==> src/rtl/tmos_pkg.sv <==
// Shared types and constants of the trimmed mean of samples unit.
package tmos_pkg;

   localparam int SAMPLE_W         = 16;
   localparam int SAMPLE_COUNT_DEF = 50;
   localparam int TRIM_COUNT_DEF   = 10;
   localparam logic signed [SAMPLE_W-1:0] MIN_AVERAGE_RST = 16'sd200;

   typedef enum logic [3:0] {
      ST_IDLE,
      ST_READ,
      ST_CMP,
      ST_PUT,
      ST_SUM_RD,
      ST_SUM_ADD,
      ST_DIV_GO,
      ST_DIV_WAIT,
      ST_EMIT
   } tmos_state_type;

   typedef struct packed {
      logic accept;
      logic rd;
      logic shift;
      logic put;
      logic sum_init;
      logic sum_add;
      logic div_start;
      logic load_out;
   } tmos_cmd_type;

   typedef struct packed {
      logic count_zero;
      logic pos_zero;
      logic gt;
      logic last;
      logic sum_done;
      logic div_done;
      logic out_free;
   } tmos_sts_type;

endpackage

==> src/rtl/tmos_div.sv <==
// Divide by a constant: signed dividend times a scaled reciprocal, quotient truncated toward zero.
module tmos_div #(
   parameter int SUM_W   = 22,
   parameter int DIVISOR = 30
) (
   input  logic                    clock,
   input  logic                    reset,
   input  logic                    start,
   input  logic signed [SUM_W-1:0] dividend,
   output logic                    done,
   output logic signed [SUM_W-1:0] quotient
);

   localparam int     FRAC_W  = $clog2(DIVISOR);
   localparam int     SHIFT   = SUM_W + FRAC_W;
   localparam int     RECIP_W = SUM_W + 1;
   localparam int     PROD_W  = SUM_W + RECIP_W;
   localparam longint RECIP   =
      ((longint'(1) << SHIFT) + longint'(DIVISOR) - longint'(1)) / longint'(DIVISOR);
   localparam logic [RECIP_W-1:0] RECIP_M = RECIP_W'(RECIP);

   logic              done_ff, done_in;
   logic              neg_ff;
   logic [PROD_W-1:0] prod_ff;
   logic [SUM_W-1:0]  mag;
   logic [SUM_W-1:0]  q_mag;

   assign mag     = dividend[SUM_W-1] ? SUM_W'(-dividend) : SUM_W'(dividend);
   assign done_in = start;
   assign q_mag   = SUM_W'(prod_ff >> SHIFT);

   always_ff @(posedge clock) begin
      if (reset) begin
         done_ff <= 1'b0;
      end else begin
         done_ff <= done_in;
      end
   end

   always_ff @(posedge clock) begin
      if (start) begin
         neg_ff  <= dividend[SUM_W-1];
         prod_ff <= PROD_W'(mag) * PROD_W'(RECIP_M);
      end
   end

   assign done     = done_ff;
   assign quotient = neg_ff ? -$signed(q_mag) : $signed(q_mag);

endmodule

==> src/rtl/tmos_datapath.sv <==
// Datapath: sample memory with insertion ordering, kept-range sum, divide and result register.
module tmos_datapath
   import tmos_pkg::*;
#(
   parameter int SAMPLE_COUNT = SAMPLE_COUNT_DEF,
   parameter int TRIM_COUNT   = TRIM_COUNT_DEF
) (
   input  logic                clock,
   input  logic                reset,
   input  tmos_cmd_type        cmd,
   output tmos_sts_type        sts,
   input  logic [15:0]         req_tdata,
   output logic                rsp_tvalid,
   input  logic                rsp_tready,
   output logic [15:0]         rsp_tdata,
   output logic                rsp_tuser,
   input  logic                csr_wen,
   input  logic [15:0]         csr_wdata
);

   localparam int ADDR_W   = $clog2(SAMPLE_COUNT);
   localparam int SUM_W    = SAMPLE_W + $clog2(SAMPLE_COUNT);
   localparam int KEPT     = SAMPLE_COUNT - 2 * TRIM_COUNT;
   localparam int KEPT_DIV = (KEPT > 0) ? KEPT : 1;
   localparam logic [ADDR_W-1:0] LAST_IDX  = ADDR_W'(SAMPLE_COUNT - 1);
   localparam logic [ADDR_W-1:0] TRIM_IDX  = ADDR_W'(TRIM_COUNT);
   localparam logic [ADDR_W-1:0] KEEP_LAST = ADDR_W'(SAMPLE_COUNT - TRIM_COUNT - 1);

   logic signed [SAMPLE_W-1:0] store_mem [SAMPLE_COUNT];
   logic signed [SAMPLE_W-1:0] rd_ff;
   logic signed [SAMPLE_W-1:0] key_ff;
   logic signed [SAMPLE_W-1:0] min_avg_ff;
   logic        [ADDR_W-1:0]   count_ff, count_in;
   logic        [ADDR_W-1:0]   pos_ff, pos_in;
   logic        [ADDR_W-1:0]   wr_addr;
   logic signed [SUM_W-1:0]    acc_ff;
   logic                       out_valid_ff, out_valid_in;
   logic signed [SAMPLE_W-1:0] avg_ff;
   logic                       below_ff;
   logic signed [SAMPLE_W-1:0] avg_val;
   logic signed [SUM_W-1:0]    quotient;
   logic                       div_done;

   tmos_div #(
      .SUM_W   (SUM_W),
      .DIVISOR (KEPT_DIV)
   ) u_div (
      .clock    (clock),
      .reset    (reset),
      .start    (cmd.div_start),
      .dividend (acc_ff),
      .done     (div_done),
      .quotient (quotient)
   );

   assign wr_addr = pos_ff + 1'b1;

   always_ff @(posedge clock) begin
      if (cmd.shift) begin
         store_mem[wr_addr] <= rd_ff;
      end else if (cmd.put) begin
         store_mem[wr_addr] <= key_ff;
      end
      if (cmd.rd) begin
         rd_ff <= store_mem[pos_ff];
      end
   end

   always_comb begin
      pos_in = pos_ff;
      priority if (cmd.accept) begin
         pos_in = count_ff - 1'b1;
      end else if (cmd.shift) begin
         pos_in = pos_ff - 1'b1;
      end else if (cmd.sum_init) begin
         pos_in = TRIM_IDX;
      end else if (cmd.sum_add) begin
         pos_in = pos_ff + 1'b1;
      end
   end

   always_comb begin
      count_in = count_ff;
      if (cmd.put) begin
         count_in = (count_ff == LAST_IDX) ? '0 : count_ff + 1'b1;
      end
   end

   always_comb begin
      out_valid_in = out_valid_ff;
      if (cmd.load_out) begin
         out_valid_in = 1'b1;
      end else if (rsp_tready) begin
         out_valid_in = 1'b0;
      end
   end

   assign avg_val = (KEPT > 0) ? quotient[SAMPLE_W-1:0] : '0;

   always_ff @(posedge clock) begin
      if (reset) begin
         count_ff     <= '0;
         out_valid_ff <= 1'b0;
         min_avg_ff   <= MIN_AVERAGE_RST;
      end else begin
         count_ff     <= count_in;
         out_valid_ff <= out_valid_in;
         if (csr_wen) begin
            min_avg_ff <= csr_wdata;
         end
      end
   end

   always_ff @(posedge clock) begin
      pos_ff <= pos_in;
      if (cmd.accept) begin
         key_ff <= req_tdata;
      end
      if (cmd.sum_init) begin
         acc_ff <= '0;
      end else if (cmd.sum_add) begin
         acc_ff <= acc_ff + SUM_W'(rd_ff);
      end
      if (cmd.load_out) begin
         avg_ff   <= avg_val;
         below_ff <= avg_val < min_avg_ff;
      end
   end

   assign sts.count_zero = count_ff == '0;
   assign sts.pos_zero   = pos_ff == '0;
   assign sts.gt         = rd_ff > key_ff;
   assign sts.last       = count_ff == LAST_IDX;
   assign sts.sum_done   = pos_ff == KEEP_LAST;
   assign sts.div_done   = div_done;
   assign sts.out_free   = !out_valid_ff || rsp_tready;

   assign rsp_tvalid = out_valid_ff;
   assign rsp_tdata  = avg_ff;
   assign rsp_tuser  = below_ff;

endmodule

==> src/rtl/tmos_ctrl.sv <==
// Controller state machine sequencing insertion, summation, divide and result hand-off.
module tmos_ctrl
   import tmos_pkg::*;
#(
   parameter int SAMPLE_COUNT = SAMPLE_COUNT_DEF,
   parameter int TRIM_COUNT   = TRIM_COUNT_DEF
) (
   input  logic         clock,
   input  logic         reset,
   input  logic         req_tvalid,
   output logic         req_tready,
   input  tmos_sts_type sts,
   output tmos_cmd_type cmd
);

   localparam bit KEEP_ANY = (SAMPLE_COUNT - 2 * TRIM_COUNT) > 0;

   tmos_state_type state_ff, state_in;

   always_ff @(posedge clock) begin
      if (reset) begin
         state_ff <= ST_IDLE;
      end else begin
         state_ff <= state_in;
      end
   end

   always_comb begin
      state_in   = state_ff;
      cmd        = '0;
      req_tready = 1'b0;
      unique case (state_ff)
         ST_IDLE: begin
            req_tready = 1'b1;
            if (req_tvalid) begin
               cmd.accept = 1'b1;
               state_in   = sts.count_zero ? ST_PUT : ST_READ;
            end
         end
         ST_READ: begin
            cmd.rd   = 1'b1;
            state_in = ST_CMP;
         end
         ST_CMP: begin
            if (sts.gt) begin
               cmd.shift = 1'b1;
               state_in  = sts.pos_zero ? ST_PUT : ST_READ;
            end else begin
               state_in = ST_PUT;
            end
         end
         ST_PUT: begin
            cmd.put = 1'b1;
            if (sts.last) begin
               cmd.sum_init = 1'b1;
               state_in     = KEEP_ANY ? ST_SUM_RD : ST_EMIT;
            end else begin
               state_in = ST_IDLE;
            end
         end
         ST_SUM_RD: begin
            cmd.rd   = 1'b1;
            state_in = ST_SUM_ADD;
         end
         ST_SUM_ADD: begin
            cmd.sum_add = 1'b1;
            state_in    = sts.sum_done ? ST_DIV_GO : ST_SUM_RD;
         end
         ST_DIV_GO: begin
            cmd.div_start = 1'b1;
            state_in      = ST_DIV_WAIT;
         end
         ST_DIV_WAIT: begin
            if (sts.div_done) begin
               state_in = ST_EMIT;
            end
         end
         ST_EMIT: begin
            if (sts.out_free) begin
               cmd.load_out = 1'b1;
               state_in     = ST_IDLE;
            end
         end
         default: begin
            state_in = ST_IDLE;
         end
      endcase
   end

endmodule

==> src/rtl/trimmed_mean_of_samples_unit.sv <==
// Each sample is compared with stored ones from the newest down, shifting each larger one up,
// until one is not larger or the bottom is met; it is written before the next is taken. The
// batch-closing sample adds a sum of the SAMPLE_COUNT - 2*TRIM_COUNT kept samples through the
// single memory read port, a reciprocal-multiply divide and an emit held while an older result
// waits. The result waits in an output register while the next batch streams in. Synchronous
// active-high reset clears batch count, controller, divider and output valid; min_average 200.
module trimmed_mean_of_samples_unit
   import tmos_pkg::*;
#(
   parameter int SAMPLE_COUNT = SAMPLE_COUNT_DEF,
   parameter int TRIM_COUNT   = TRIM_COUNT_DEF
) (
   input  logic        clock,
   input  logic        reset,
   input  logic        req_tvalid,
   output logic        req_tready,
   input  logic [15:0] req_tdata,   // [15:0] sample
   output logic        rsp_tvalid,
   input  logic        rsp_tready,
   output logic [15:0] rsp_tdata,   // [15:0] average
   output logic        rsp_tuser,   // [0] below_minimum
   input  logic        csr_wen,
   input  logic [15:0] csr_wdata    // [15:0] min_average
);

   tmos_cmd_type cmd;
   tmos_sts_type sts;

   tmos_ctrl #(
      .SAMPLE_COUNT (SAMPLE_COUNT),
      .TRIM_COUNT   (TRIM_COUNT)
   ) u_ctrl (
      .clock      (clock),
      .reset      (reset),
      .req_tvalid (req_tvalid),
      .req_tready (req_tready),
      .sts        (sts),
      .cmd        (cmd)
   );

   tmos_datapath #(
      .SAMPLE_COUNT (SAMPLE_COUNT),
      .TRIM_COUNT   (TRIM_COUNT)
   ) u_datapath (
      .clock      (clock),
      .reset      (reset),
      .cmd        (cmd),
      .sts        (sts),
      .req_tdata  (req_tdata),
      .rsp_tvalid (rsp_tvalid),
      .rsp_tready (rsp_tready),
      .rsp_tdata  (rsp_tdata),
      .rsp_tuser  (rsp_tuser),
      .csr_wen    (csr_wen),
      .csr_wdata  (csr_wdata)
   );

endmodule
==> config.mk <==
export PLATFORM = sky130hd
export DESIGN_NAME = trimmed_mean_of_samples_unit
export DESIGN_NICKNAME = d
export VERILOG_FILES = /design/src/rtl/tmos_pkg.sv /design/src/rtl/tmos_div.sv /design/src/rtl/tmos_datapath.sv /design/src/rtl/tmos_ctrl.sv /design/src/rtl/trimmed_mean_of_samples_unit.sv
export SDC_FILE = /design/constraint.sdc
export NUM_CORES = 1
export LEC_CHECK = 0
export BUFFER_PORTS_ARGS = -buffer_cell sky130_fd_sc_hd__buf_2
export CAP_MARGIN = 10
export CORE_UTILIZATION = 50
export CTS_BUF_LIST = sky130_fd_sc_hd__clkbuf_2
export DETAILED_ROUTE_END_ITERATION = 8
export HOLD_SLACK_MARGIN = 0.15
export PLACE_DENSITY = 0.75
export SYNTH_ARGS = -nofsm -noshare
export SYNTH_HDL_FRONTEND = slang
export SYNTH_HIERARCHICAL = 1
export SYNTH_SLANG_ARGS = --single-unit
==> constraint.sdc <==
create_clock -name clock -period 9.03 [get_ports clock]
set_clock_uncertainty 0.2 [all_clocks]
set_input_delay 0.903 -clock clock [delete_from_list [all_inputs] [get_ports clock]]
set_output_delay 0.903 -clock clock [all_outputs]
set_load 0.005 [all_outputs]
After elaboration in Yosys (flattened, before gate mapping). Memory sizes are Yosys's and may differ from the RTL's. A register that Yosys moved wholly into a read port is not among the register bits. Cells that the tools add are included.

$mul: 1. $lt $le $gt $ge: 2. Equal/unequal tests: 13. Mux-type cells: 36. $add $sub $neg: 7. Reduce and logical (&&, ||, !) cells: 9. Bitwise gates (word level): 1.

Operators by type and width (number): $mul 22x23->43 const B (1); $pmux 4 s9 (1); $mux 16 (2); $mux 6 (5); $add 22x16->22 (1); $mux 22 (1); $neg 22->22 (1); $mux 1 (18); $eq 4x3->1 const B (4); $gt 16x16->1 (1); $lt 16x16->1 (1); $mux 4 (4); $neg 16->16 (1); $add 6x1->6 const B (2); $eq 6x6->1 const B (2); $logic_not 6->1 (2); $sub 6x1->6 const B (2); $eq 4x2->1 const B (2); $mux 2 (4); $eq 4x1->1 const B (1); $eq 4x4->1 const B (1); $logic_not 4->1 (1); $ne 2x2->1 const B (2); $reduce_bool 4->1 (1); 8 further kinds (8).

Memory bits (writable): 800. Memories: 1. Register bits: 133. Output and inout port bits: 19.

Memory list: u_datapath.store_mem (words 50, bits a word 16, rd ports 1, clocked after Yosys merged registers in 1, wr ports 1, RTL line tmos_datapath.sv:29) `logic signed [SAMPLE_W-1:0] store_mem [SAMPLE_COUNT];`.

Logic depth before layout (Yosys ltp).
Depth in word-level cells: 7. Depth in mapped cells: 27. Depth with buffers taken out: 27.

By module. The synthesis kept the hierarchy.

Modules (own cells, without submodules): tmos_datapath (area each 36683.9 um2, sequential area each 26575.5 um2, cells an instance 1953, times used 1); tmos_div (area each 6321.1 um2, sequential area each 590.6 um2, cells an instance 674, times used 1); tmos_ctrl (area each 359.1 um2, sequential area each 80.1 um2, cells an instance 45, times used 1).

Worst setup path before layout. OpenSTA, ideal clock, no wires.

Path type: register to register. From: register u_datapath.acc_ff[9]. To: register u_datapath/u_div/prod_ff[44] (netlist name). Arrival: 6.517 ns. Buffers on the path: 0. Stages on the path, launching flop included: 23. Slack: 2.052 ns. Setup time: 0.261 ns. Data required time: 8.569 ns. Path through: dfxtp_1 > or4_1 > or4_1 > or3_1 > nor4b_1 > ha_1 > inv_1 > fa_1 > inv_1 > fa_1 > inv_1 > fa_1 > fa_1 > inv_1 > ha_1 > ha_1 > and3_1 > a311oi_1 > nor2_1 > a211o_1 > a41o_1 > a22oi_1 > xnor2_1.

RTL lines: start: declaration (RTL line tmos_datapath.sv:36) `logic signed [SUM_W-1:0] acc_ff;`; start signal: assignment (RTL line tmos_datapath.sv:122) `acc_ff <= acc_ff + SUM_W'(rd_ff);`.

Worst setup path after layout.
From: register u_datapath.acc_ff[7]. To: register u_datapath.u_div.prod_ff[42] (data pin).

Word-level cells in the longest chain between the ends: 3.

Ends and longest elaborated chain: $neg 22->22 (RTL line tmos_div.sv:28) `assign mag = dividend[SUM_W-1] ? SUM_W'(-dividend) : SUM_W'(dividend);`; $mux 22 (*) (RTL line tmos_div.sv:28); $mul 22x23->43 (*) (RTL line tmos_div.sv:43) `prod_ff <= PROD_W'(mag) * PROD_W'(RECIP_M);`; end signal: assignment (RTL line tmos_div.sv:43); end: declaration (RTL line tmos_div.sv:24) `logic [PROD_W-1:0] prod_ff;`.

Mark *: on every way between the ends. The rest lies on a longest branch, timed or not. A chain may end at the register's enable or synchronous reset.

==> impl_metrics.py <==
metrics = {
    "sta": {
        "tightestPinTransition_ns": 1.32,
        "setup_tns_ns": 0,
        "holdWs_ns": 0.329,
        "finalHoldViolCount": 0,
        "slew_headroom_pct": 11.9,
        "rsz0062_at_grt": "false",
        "period_minus_slack_ns": 7.45,
        "period_share_pct": 82.5,
        "drv_slew": 0,
        "max_freq_ghz": 0.134,
        "setup_viol": 0,
    },
    "grt": {
        "grt.total_usage_pct": 22.2,
        "gr-total-overflow": 0,
        "grt_max_degree": 141,
        "grt_pass1_wl_um": 146000,
        "antenna_found_initial": 2,
        "grt_pass1_vias": 25442,
    },
    "setup_path": {
        "reg2reg_to": "u_datapath/u_div/prod_ff[42]",
        "crit_path_start": "u_datapath/acc_ff[7]",
        "cp.arrival_ns": 8.39,
        "cp_max_fo": 5,
        "cp-end-kind": "flop",
        "endpoint": "u_datapath/u_div/prod_ff[42]",
        "r2r_setup_slack_ns": 1.58,
        "critPathKind": "reg2reg",
        "r2r-start": "u_datapath/acc_ff[7]",
        "required_ns": 9.97,
        "r2r_cells": 21,
        "startpoint_type": "flop",
    },
    "place": {
        "gpl.final_weighted_congestion": 0.901,
        "dpl_cell_area_um2": 44700,
        "hpwl_um": 59000,
        "port-buffer-count": 55,
    },
    "synth": {
        "syn_nets": 2966,
        "synth_warnings": 6,
        "synthesis.area_um2": 43100,
        "syn_avg_cell_area_um2": 16.3,
        "syn_inst": 2639,
    },
    "floorplanning": {
        "pin_count": 56,
        "start_util_pct": 50.5,
        "rows": 107,
        "chipHeight_um": 296,
        "design.core.area_um2": 85300,
        "die-area_um2": 87400,
        "die_w_um": 296,
    },
    "detailed_routing": {
        "first_iter_violations": 1922,
        "via_per_inst": 5.83,
        "firstDrtPassIters": 8,
        "avgRoutedWirePerCell_um": 22.5,
        "ant_nets": 0,
        "vias": 24830,
        "drt_wl_total_um": 95900,
        "drc": 0,
    },
    "clocking": {
        "postCtsSetupBuffers": 0,
        "cts_sinks": 922,
        "max-clock-path-buffers": 3,
        "insertion_delay_ns": 1.51,
        "htreeDepth": 4,
        "cts_buffers": 214,
        "cts_tree": "built",
        "clock-root-buffer": "clkbuf_2",
        "clk_pin_slew_ns": 0.09,
    },
    "worst_hold_path": {
        "hold_depth": 3,
        "hold_class": "in2reg",
    },
    "finish": {
        "design_area_um2": 47700,
        "area.growth.synth_to_final_pct": 10.8,
        "drive_gt1_share_pct": 22.8,
        "multiInputGateArea_um2": 14800,
        "seq_area_um2": 27200,
        "fill_cells": 6518,
        "fin_nets": 3270,
    },
    "power_and_ir_drop": {
        "peakVddDrop_mv": 0.321,
        "leakagePower_nw": 17.8,
        "cellPowerDensity_nw_per_um2": 257,
    },
    "run": {
        "drv_cap": 0,
    },
    "status": {
        "status": "finished, final reports clean",
    },
}
## critical path: stages (launching register included)
cell,delay (ns)
dfxtp_1,0.36
or4_1,0.56
or3_1,0.44
or3_1,0.43
nor4b_1,0.50
ha_1,0.27
inv_1,0.06
fa_1,0.50
inv_1,0.08
fa_1,0.48
fa_1,0.53
fa_1,0.42
ha_1,0.29
ha_1,0.32
and2_1,0.21
a21o_1,0.21
a21oi_1,0.27
o211ai_1,0.15
a21o_1,0.25
a211oi_1,0.34
o31ai_1,0.13
xor2_1,0.15
## final cells by class
| class | count | share of cell area [%] |
|---|---|---|
| Antenna cell | 3 | 0.0157 |
| Multi-Input combinational cell | 1435 | 31.0 |
| Sequential cell | 922 | 56.9 |
| Inverter | 168 | 1.32 |
| Tap cell | 1144 | 3.00 |
| Clock inverter | 78 | 0.938 |
| Clock buffer | 308 | 3.23 |
| Timing Repair Buffer | 202 | 3.55 |
## registers in the layout, indices dropped and copies added, names as in the netlist
name                      cells
u_datapath/rd_ff             16
u_datapath/store_mem        800
u_datapath/count_ff           6
u_datapath/rsp_tdata         16
u_datapath/u_div/done         1
u_datapath/acc_ff            22
u_ctrl/state_ff               4
u_datapath/rsp_tuser          1
u_datapath/u_div/neg_ff       1
u_datapath/key_ff            16
u_datapath/u_div/prod_ff     16
u_datapath/min_avg_ff        16
u_datapath/pos_ff             6
u_datapath/rsp_tvalid         1
## per-stage QoR
step           instances  power, mW  utilization (%)  setup WS, ns
3_5_place_dp        3767       9.66             52.4          1.71
6_report            4260       12.3             56.0          1.58
2_1_floorplan       2639       8.41                -          2.16
5_1_grt             4260       12.9             56.0          1.19
4_1_cts             4255       12.3             55.9          1.58
3_3_place_gp        3767       9.53             52.4          1.80
## how the worst min path moves through the flow
| stage | from | end |
|---|---|---|
| final | reset | u_datapath/u_div/done |
| after global placement | u_datapath/min_avg_ff[3] | u_datapath/min_avg_ff[3] |
| after floorplan | u_datapath/min_avg_ff[10] | u_datapath/min_avg_ff[10] |
| after global routing | reset | u_ctrl/state_ff[0] |
| after detailed placement | u_datapath/min_avg_ff[3] | u_datapath/min_avg_ff[3] |
| after CTS | reset | u_datapath/u_div/done |
## report_power, final
part / internal, mW / switching, mW
clock network: 0.987 / 1.64
registers: 5.42 / 0.124
logic: 1.53 / 2.58
total: 7.94 / 4.35
## cell usage in the layout, fill, tap and decap left out, drive strengths merged, types with 57 or more instances in the layout
cell         instances
edfxtp             872
o21ai               73
clkinv              70
clkbuf             308
buf                100
inv                173
a21oi               71
mux4               208
dlygate4sd3        102
nand2              128
ha                 228
mux2i               74
nor2               135
fa                  62
xnor2               57
## what timing repair did
item / 4_1_cts / 5_1_grt
endpoints found under the hold margin: 77 / 0
hold buffers: 102 / 0
gates resized for setup: 0 / 0
## per-layer routing
metal | track usage [%] | share of wire (%) | vias to the layer above | wire length, um
met3 | 4.18 | 8.0 | 168 | 7640
li1 | - | - | 11056 | -
met1 | 29.4 | 40 | 12465 | 38600
met5 | 0 | 0 | - | 0
met4 | 9.57 | 3.2 | 0 | 3120
met2 | 36.1 | 49 | 1141 | 46600
(Power assumes the default switching activity.)
